==> src/sv/fsla_pkg.sv <==
// Shared types and codes for the fixed-slot free-list allocator.
package fsla_pkg;

  localparam int SLOT_W  = 8;
  localparam int LIMIT_W = 9;
  localparam int STAT_W  = 2;

  localparam logic CMD_ALLOC   = 1'b0;
  localparam logic CMD_RELEASE = 1'b1;

  localparam logic [STAT_W-1:0] ST_GRANTED   = 2'd0;
  localparam logic [STAT_W-1:0] ST_EXHAUSTED = 2'd1;
  localparam logic [STAT_W-1:0] ST_RELEASED  = 2'd2;

  typedef struct packed {
    logic              command;
    logic [SLOT_W-1:0] slot;
    logic              release_null;
  } in_t;

  typedef struct packed {
    logic [SLOT_W-1:0] granted_slot;
    logic [STAT_W-1:0] status;
  } out_t;

  typedef struct packed {
    logic accept;
    logic head_load;
  } ctrl_cmd_t;

  typedef struct packed {
    logic out_busy;
    logic pop_sel;
  } dp_stat_t;

endpackage

==> src/sv/fsla_ctrl.sv <==
// Controller state machine: accepts transactions and sequences free-list pops.
module fsla_ctrl (
  input  logic                 clk,
  input  logic                 rst_n,
  input  logic                 in_valid,
  output logic                 in_stall,
  input  fsla_pkg::dp_stat_t   dp_stat,
  output fsla_pkg::ctrl_cmd_t  ctrl_cmd
);
  import fsla_pkg::*;

  typedef enum logic [1:0] {
    S_IDLE = 2'b01,
    S_READ = 2'b10
  } state_t;

  state_t state_r, state_nxt;
  logic   idle;

  assign idle            = (state_r == S_IDLE);
  assign in_stall        = !idle || dp_stat.out_busy;
  assign ctrl_cmd.accept = idle && in_valid && !dp_stat.out_busy;
  assign ctrl_cmd.head_load = (state_r == S_READ);

  always_comb begin
    state_nxt = state_r;
    case (state_r)
      S_IDLE: begin
        if (ctrl_cmd.accept && dp_stat.pop_sel) begin
          state_nxt = S_READ;
        end
      end
      S_READ: begin
        state_nxt = S_IDLE;
      end
      default: begin
        state_nxt = S_IDLE;
      end
    endcase
  end

  always_ff @(posedge clk) begin
    if (!rst_n) begin
      state_r <= S_IDLE;
    end else begin
      state_r <= state_nxt;
    end
  end

endmodule

==> src/sv/fsla_dp.sv <==
// Datapath: link memory, free-list head, bump counter, limit and result register.
module fsla_dp #(
  parameter int NUM_SLOTS = 256
) (
  input  logic                 clk,
  input  logic                 rst_n,
  input  fsla_pkg::in_t        in_data,
  input  logic                 cfg_we,
  input  logic [8:0]           cfg_data,
  input  fsla_pkg::ctrl_cmd_t  ctrl_cmd,
  output fsla_pkg::dp_stat_t   dp_stat,
  output logic                 out_valid,
  input  logic                 out_stall,
  output fsla_pkg::out_t       out_data
);
  import fsla_pkg::*;

  localparam int MEM_DEPTH = (NUM_SLOTS < (1 << SLOT_W)) ? NUM_SLOTS : (1 << SLOT_W);
  localparam int AW        = $clog2(MEM_DEPTH);
  localparam logic [LIMIT_W-1:0] CAP = LIMIT_W'(MEM_DEPTH);

  logic [SLOT_W:0]        link_mem [MEM_DEPTH];
  logic [SLOT_W:0]        link_rd_r;

  logic [LIMIT_W-1:0]     slot_limit_r;
  logic [SLOT_W-1:0]      free_head_r;
  logic                   nonempty_r;
  logic [LIMIT_W-1:0]     fresh_count_r;
  logic                   out_valid_r;
  out_t                   out_data_r;

  logic [LIMIT_W-1:0]     limit;
  logic                   is_alloc;
  logic                   fresh_ok;
  logic                   rel_do;

  assign limit    = (slot_limit_r > CAP) ? CAP : slot_limit_r;
  assign is_alloc = (in_data.command == CMD_ALLOC);
  assign fresh_ok = (fresh_count_r < limit);
  assign rel_do   = !is_alloc && !in_data.release_null
                    && ({1'b0, in_data.slot} < CAP);

  assign dp_stat.pop_sel  = is_alloc && nonempty_r;
  assign dp_stat.out_busy = out_valid_r && out_stall;

  assign out_valid = out_valid_r;
  assign out_data  = out_data_r;

  always_ff @(posedge clk) begin
    link_rd_r <= link_mem[free_head_r[AW-1:0]];
    if (ctrl_cmd.accept && rel_do) begin
      link_mem[in_data.slot[AW-1:0]] <= {nonempty_r, free_head_r};
    end
  end

  always_ff @(posedge clk) begin
    if (!rst_n) begin
      slot_limit_r  <= 9'd256;
      free_head_r   <= '0;
      nonempty_r    <= 1'b0;
      fresh_count_r <= '0;
      out_valid_r   <= 1'b0;
    end else begin
      if (cfg_we) begin
        slot_limit_r <= cfg_data;
      end
      if (ctrl_cmd.head_load) begin
        free_head_r <= link_rd_r[SLOT_W-1:0];
        nonempty_r  <= link_rd_r[SLOT_W];
      end else if (ctrl_cmd.accept && rel_do) begin
        free_head_r <= in_data.slot;
        nonempty_r  <= 1'b1;
      end
      if (ctrl_cmd.accept && is_alloc && !nonempty_r && fresh_ok) begin
        fresh_count_r <= fresh_count_r + 1'b1;
      end
      if (ctrl_cmd.accept) begin
        out_valid_r <= 1'b1;
      end else if (!out_stall) begin
        out_valid_r <= 1'b0;
      end
    end
  end

  always_ff @(posedge clk) begin
    if (ctrl_cmd.accept) begin
      if (!is_alloc) begin
        out_data_r <= '{granted_slot: '0, status: ST_RELEASED};
      end else if (nonempty_r) begin
        out_data_r <= '{granted_slot: free_head_r, status: ST_GRANTED};
      end else if (fresh_ok) begin
        out_data_r <= '{granted_slot: fresh_count_r[SLOT_W-1:0], status: ST_GRANTED};
      end else begin
        out_data_r <= '{granted_slot: '0, status: ST_EXHAUSTED};
      end
    end
  end

endmodule

==> src/sv/fixed_slot_free_list_allocator.sv <==
// Top level of the fixed-slot free-list allocator.
//
// Input channel (in_valid, in_stall, in_data): one allocate or release
// transaction per accept. Result channel (out_valid, out_stall, out_data):
// exactly one result per input transaction, in order.
// Configuration channel (cfg_valid, cfg_ready, cfg_data) writes slot_limit;
// cfg_ready is always high; writes are to be made only while the block is idle, which the
// block itself does not enforce. The result is registered and shown in the cycle after the
// input is accepted. A release, a fresh grant or an exhausted reply leaves the controller idle,
// ready for the next accept. An allocate that pops the free list passes through S_READ, where
// in_stall is high and the registered read of the link memory yields the next head.
// A result waiting under out_stall does not block the next accept once it is
// taken in the same cycle; while it stays stalled, in_stall is held high.
// Reset (rst_n low, synchronous): free list empty, bump counter zero,
// slot_limit 256, no result pending. The link memory is not cleared; an
// entry is only read after a release has written it.
module fixed_slot_free_list_allocator #(
  parameter int NUM_SLOTS = 256
) (
  input  logic            clk,
  input  logic            rst_n,
  input  logic            in_valid,
  output logic            in_stall,
  input  fsla_pkg::in_t   in_data,
  output logic            out_valid,
  input  logic            out_stall,
  output fsla_pkg::out_t  out_data,
  input  logic            cfg_valid,
  output logic            cfg_ready,
  input  logic [8:0]      cfg_data
);
  import fsla_pkg::*;

  ctrl_cmd_t ctrl_cmd;
  dp_stat_t  dp_stat;

  assign cfg_ready = 1'b1;

  fsla_ctrl u_ctrl (
    .clk      (clk),
    .rst_n    (rst_n),
    .in_valid (in_valid),
    .in_stall (in_stall),
    .dp_stat  (dp_stat),
    .ctrl_cmd (ctrl_cmd)
  );

  fsla_dp #(
    .NUM_SLOTS (NUM_SLOTS)
  ) u_dp (
    .clk       (clk),
    .rst_n     (rst_n),
    .in_data   (in_data),
    .cfg_we    (cfg_valid && cfg_ready),
    .cfg_data  (cfg_data),
    .ctrl_cmd  (ctrl_cmd),
    .dp_stat   (dp_stat),
    .out_valid (out_valid),
    .out_stall (out_stall),
    .out_data  (out_data)
  );

endmodule

==> config.mk <==
export PLATFORM = sky130hd
export DESIGN_NAME = fixed_slot_free_list_allocator
export DESIGN_NICKNAME = d
export VERILOG_FILES = /design/src/sv/fsla_pkg.sv /design/src/sv/fsla_ctrl.sv /design/src/sv/fsla_dp.sv /design/src/sv/fixed_slot_free_list_allocator.sv
export SDC_FILE = /design/constraint.sdc
export NUM_CORES = 2
export LEC_CHECK = 0
export BUFFER_PORTS_ARGS = -buffer_cell sky130_fd_sc_hd__buf_2
export CAP_MARGIN = 20
export CORE_MARGIN = 2
export CORE_UTILIZATION = 35
export CTS_CLUSTER_SIZE = 28
export DETAILED_ROUTE_END_ITERATION = 12
export GPL_ROUTABILITY_DRIVEN = 0
export SLEW_MARGIN = 20
export SYNTH_ARGS = -nofsm -noshare
export SYNTH_HDL_FRONTEND = slang
export SYNTH_SLANG_ARGS = --single-unit
export TNS_END_PERCENT = 100
==> constraint.sdc <==
create_clock -name clk -period 6.7 [get_ports clk]
set_clock_uncertainty 0.1 [all_clocks]
set_input_delay 0.335 -clock clk [delete_from_list [all_inputs] [get_ports clk]]
set_output_delay 0.335 -clock clk [all_outputs]
set_load 0.02 [all_outputs]
After elaboration in Yosys (flattened, before gate mapping)
Memories as Yosys holds them, arrays and structs flattened. A register that Yosys moved wholly into a read port is not among the register bits.
Index checks and enable logic that the tools add are counted.
- add/subtract/negate cells: 1
- eq/ne operators: 3
- multiplexer cells: 11
- bitwise gates (word level): 1
- magnitude comparators: 2
- reductions and logical operators: 18
- operators by type and width (kind ; number):
    $mux W10 ; 2
    $mux W8 ; 2
    $logic_and A1 B1 Y1 ; 10
    $add A9 B1 Y9 const B ; 1
    $gt A9 B9 Y1 const B ; 1
    $lt A9 B9 Y1 ; 1
    $mux W9 ; 1
    $mux W1 ; 6
    $logic_not A1 Y1 ; 4
    $eq A2 B1 Y1 const B ; 1
    $eq A2 B2 Y1 const B ; 1
    $ne A2 B1 Y1 const B ; 1
    $reduce_and A2 Y1 ; 1
    $reduce_bool A2 Y1 ; 1
    $reduce_or A2 Y1 ; 1
    $logic_or A1 B1 Y1 ; 1
    $not A1 Y1 ; 1
- memory bits (writable): 2304
- memories kept: 1
- input port bits: 24
- flip-flop bits (word level): 40
- logic and storage cells: 46
- memories (name ; depth ; bits a word ; rd ports ; clocked after Yosys merged registers in ; write ports ; RTL line ; source):
    u_dp.link_mem ; 256 ; 9 ; 1 ; 1 ; 1 ; fsla_dp.sv:22 ; logic [SLOT_W:0] link_mem [MEM_DEPTH];

Logic depth before layout (Yosys ltp)
- depth in word-level cells: 6
- mapped depth: 11
- gate-level depth less buffers: 9

By module
Synthesis repeated with hierarchy kept, for this count alone.
- cells, all modules: 4479
- area total of the unflattened synthesis: 91240.0 um2
- modules (own cells, without submodules) (module ; cells an instance ; area an instance (um2) ; sequential area each (um2) ; times used):
    fsla_dp ; 4470 ; 91147.4 ; 70227.4 ; 1
    fsla_ctrl ; 7 ; 81.3 ; 40.0 ; 1
    fixed_slot_free_list_allocator ; 2 ; 11.3 ; 0.0 ; 1

Least setup slack after synthesis
Ideal clock, no wire load.
- kind: reg2reg
- from: register u_dp.free_head_r[1]
- to: register u_dp.link_rd_r[4], read port of u_dp.link_mem
- buffers on the path: 3
- slack: 1.031 ns
- arrival time: 5.442 ns
- period minus slack after synthesis: 5.669 ns
- required time: 6.473 ns
- stages on the path, launching flop included: 9
- path through: dfxtp_1 > buf_4 > buf_2 > clkbuf_1 > mux4_2 > a22oi_1 > a21oi_1 > nor4_2 > nor4_2
- RTL lines (element ; RTL line ; source):
    start: declaration ; fsla_dp.sv:26 ; logic [SLOT_W-1:0] free_head_r;
    start signal: assignment ; fsla_dp.sv:68 ; free_head_r <= link_rd_r[SLOT_W-1:0];
    start signal: assignment ; fsla_dp.sv:71 ; free_head_r <= in_data.slot;
    end: declaration ; fsla_dp.sv:23 ; logic [SLOT_W:0] link_rd_r;

==> results.md <==
- Outcome: complete, no violations
- VDD IR max: roughly 0.29 mV
- Die area: approximately 260000 um^2
- Port Buf Inserts: 35
- Total global routing overflow: 0
- Residual DRC count: 0
- Setup ws final: approximately 1.4 ns
- Async set-reset flop share out of synthesis: 0%
- Final Instance Area: 102400 um^2
- Post-route ant nets: 0
- Yosys top cell area share: between 70% and 80%
- Min Tclk post-route: ~5.3 ns
- Seq cells post-synth: 2353
- CTS tree: built
- Initial antenna violation count: 11
- Finished Layout Cells: between 8000 and 9000
- First-pass GRT wire length: approximately 320000 um
- Setup TNS: 0 ns
- Synth Cell Area: between 90000 and 100000 um^2
- Drt total wl: about 220000 um
- Fmax: around 190 MHz
- Vias in the first global route: about 45000
- Seq pwr share: 55.3%
- Met3 usage: under 10%
- Most frequent cells in the layout: 2314 x edfxtp_1, 457 x mux4_2, 301 x nor2_1
- Final Net Count: roughly 4600
- Hold Slack: around 0.096 ns
- Mapped Nets: roughly 4500
- Core ar.: 259500 um^2
- Post-CTS setup buffer count: 0
- Leakage: 31.79 nW
- Drt first pass iters: 5
- Actual slew at the worst max-slew pin: 1.237 ns
- Post-DP HPWL: roughly 130000 um
- Worst rel slew slack: between 15 and 20%
- Max cap viols: 0
- Synth top area cells: edfxtp_1 76%, mux4_2 11%, mux2i_1 2.3%, a22oi_1 1.5%, nor2_1 1.3%
- Synthesis-to-layout area growth: 12.27%
- RSZ-0062 raised after global routing: no
- Place WS: 1.570 ns
- Initial Util: between 30% and 40%
- Clock network fraction of total power: 41.6%
- Placed cell area: around 95000 um^2
- Number of CTS-inserted buffers: around 220
- Fin. Hold Viols: 0
- Wire per inst: ~27 um
- Root Driver: clkbuf_16
- Hold/Removal Path Class: input pin to flop
- Most common cell after layout, fill and taps aside: edfxtp_1
- Sw Share: between 20% and 30%
- Final worst-path cycle share: 79.19%
- Number of flops mapped to enable cells by yosys: 2314
- Max clock buf depth: 3
- Grt met1 use: a little under a quarter
- Post-synthesis sequential area ratio: roughly 77%
- Crit Path Category: flop to flop
- GRT Total Usage: 16.53%
- Die height: between 500 and 600 um
- Post-CTS Resized: 0
- Setup slack, reg-to-reg: 1.39 ns
- Top Ports: 37
- Clk sink count: 2353
- YS warnings: 0
- Die width: 514.5 um
- Distinct cells, synth: between 60 and 70
- PD cells: 284.8 nW/um^2
- Combinational share of power: around 3.1%
- Syn Inst Count: roughly 4500
- Layout cell share with drive strength beyond 1: approximately a fifth
- Slew Limit Fails: 0
- GRT busiest layer: met2
- Max H-tree Level: 4
- CTS Hold Buffers Added: 40
- Clock Latency Late Sink: approximately 0.85 ns
- Leading area contributor after synthesis: edfxtp_1
- Dominant synthesized flop cell: edfxtp_1
- Iteration-0 DRC Markers: about 5000
- Largest net degree at the start of global routing: 174
- CP max FO: 16
- Vias: roughly 45000
- CTS clk-pin slew, worst paths: 0.07 ns
- Switching power: 6.043 mW
- Mean Syn Cell Area: 20.45 um^2
- Vias per cell: around 5.5
- GR Util met2: 26.01%
- Crit. End Element: flop
- Worst setup SP type: flop
- Std-Cell Rows: approximately 190
- Setup-failing EPs final: 0
- Placed cell count: 7713
- WP data arrival: roughly 5.7 ns
- WP data required: between 7 and 8 ns
- P_int: around 23 mW
-- synthesized netlist by cell type (all sizes together), types with 5 or more instances --
master	number
edfxtp	2314
mux4	457
nor2	307
mux2i	214
a22oi	179
buf	157
a21oi	121
clkbuf	107
nand2	92
dfxtp	39
o21ai	38
o22ai	37
o221ai	35
mux2	33
a221oi	28
nand3	28
nor4	27
nand2b	25
nor3	21
nor2b	19
a31oi	17
a311oi	14
a211oi	13
and2	13
nand4	13
o211ai	11
a22o	10
a21boi	9
ha	9
a41oi	8
o22a	8
o311a	8
a21o	5
and3	5
inv	5
nor3b	5
or2	5
or3	5
-- final timing paths --
check | cells after the start | startpoint | end
setup / recovery | 7 | u_ctrl.state_r[1]$_SDFFE_PN0P_ | u_dp.link_mem[219][4]$_DFFE_PP_
hold / removal | 5 | in_data[0] | u_dp.free_head_r[7]$_SDFFE_PN0P_
setup reg to reg | 7 | u_ctrl.state_r[1]$_SDFFE_PN0P_ | u_dp.link_mem[219][4]$_DFFE_PP_
hold reg to reg | 2 | u_dp.link_rd_r[6]$_DFF_P_ | u_dp.free_head_r[6]$_SDFFE_PN0P_
-- critical path, stage by stage, from the launching register on --
cell	delay, ns
dfxtp_1	0.32
and2b_1	0.24
nand3_1	0.22
inv_1	0.40
nand3b_1	0.57
nor3b_1	1.12
nand3_1	0.95
nor2_1	0.96
-- power by group through the flow --
stage | registers (mW) | logic [mW] | clock network (mW)
CTS | 16.1 | 0.890 | 12.3
global route | 16.1 | 0.942 | 12.9
floorplan | 16.5 | 0.471 | 0
detailed placement | 16.4 | 0.871 | 0
global placement | 16.4 | 0.863 | 0
finish | 16.1 | 0.891 | 12.1
-- registers in the layout (all words and copies together) (netlist names) --
register            count
u_dp.link_mem        2304
u_dp.out_data          10
u_dp.fresh_count_r      9
u_dp.link_rd_r          9
u_dp.slot_limit_r       9
u_dp.free_head_r        8
u_ctrl.state_r          2
u_dp.nonempty_r         1
u_dp.out_valid          1
-- metal layers --
layer | vias up | routed length, um
li1 | 18800 | -
met1 | 23500 | 93410
met2 | 1879 | 104600
met3 | 331 | 18070
met4 | 0 | 6222
met5 | - | 0
-- metrics by stage --
step,power [mW],utilization (%)
after floorplan,16.99,-
after global placement,17.31,36.62
after detailed placement,17.32,36.63
after CTS,29.36,39.46
after global routing,29.96,39.47
final,29.16,39.47
-- cell type report --
class / count / area (um^2)
sequential: 2353 / 70300
multi-input combinational: 1836 / 19450
fill: 22730 / 157100
clock buffer: 262 / 5693
tap: 3402 / 4257
timing repair buffer: 155 / 1418
antenna: 2 / 5.005
clock inverter: 141 / 1255
inverter: 7 / 26.28
-- cell families after synthesis --
group	share of synthesized area, %
AOI/OAI and AO/OA	4.177
xor gates and xnor gates	0.01921
adders and majority gates	0.1235
buffers and inverters	1.763
DFF	77.03
muxes	14.04
other	0.004111
and+or+nand+nor	2.839
Note: power is estimated with default switching activity, not from simulation.
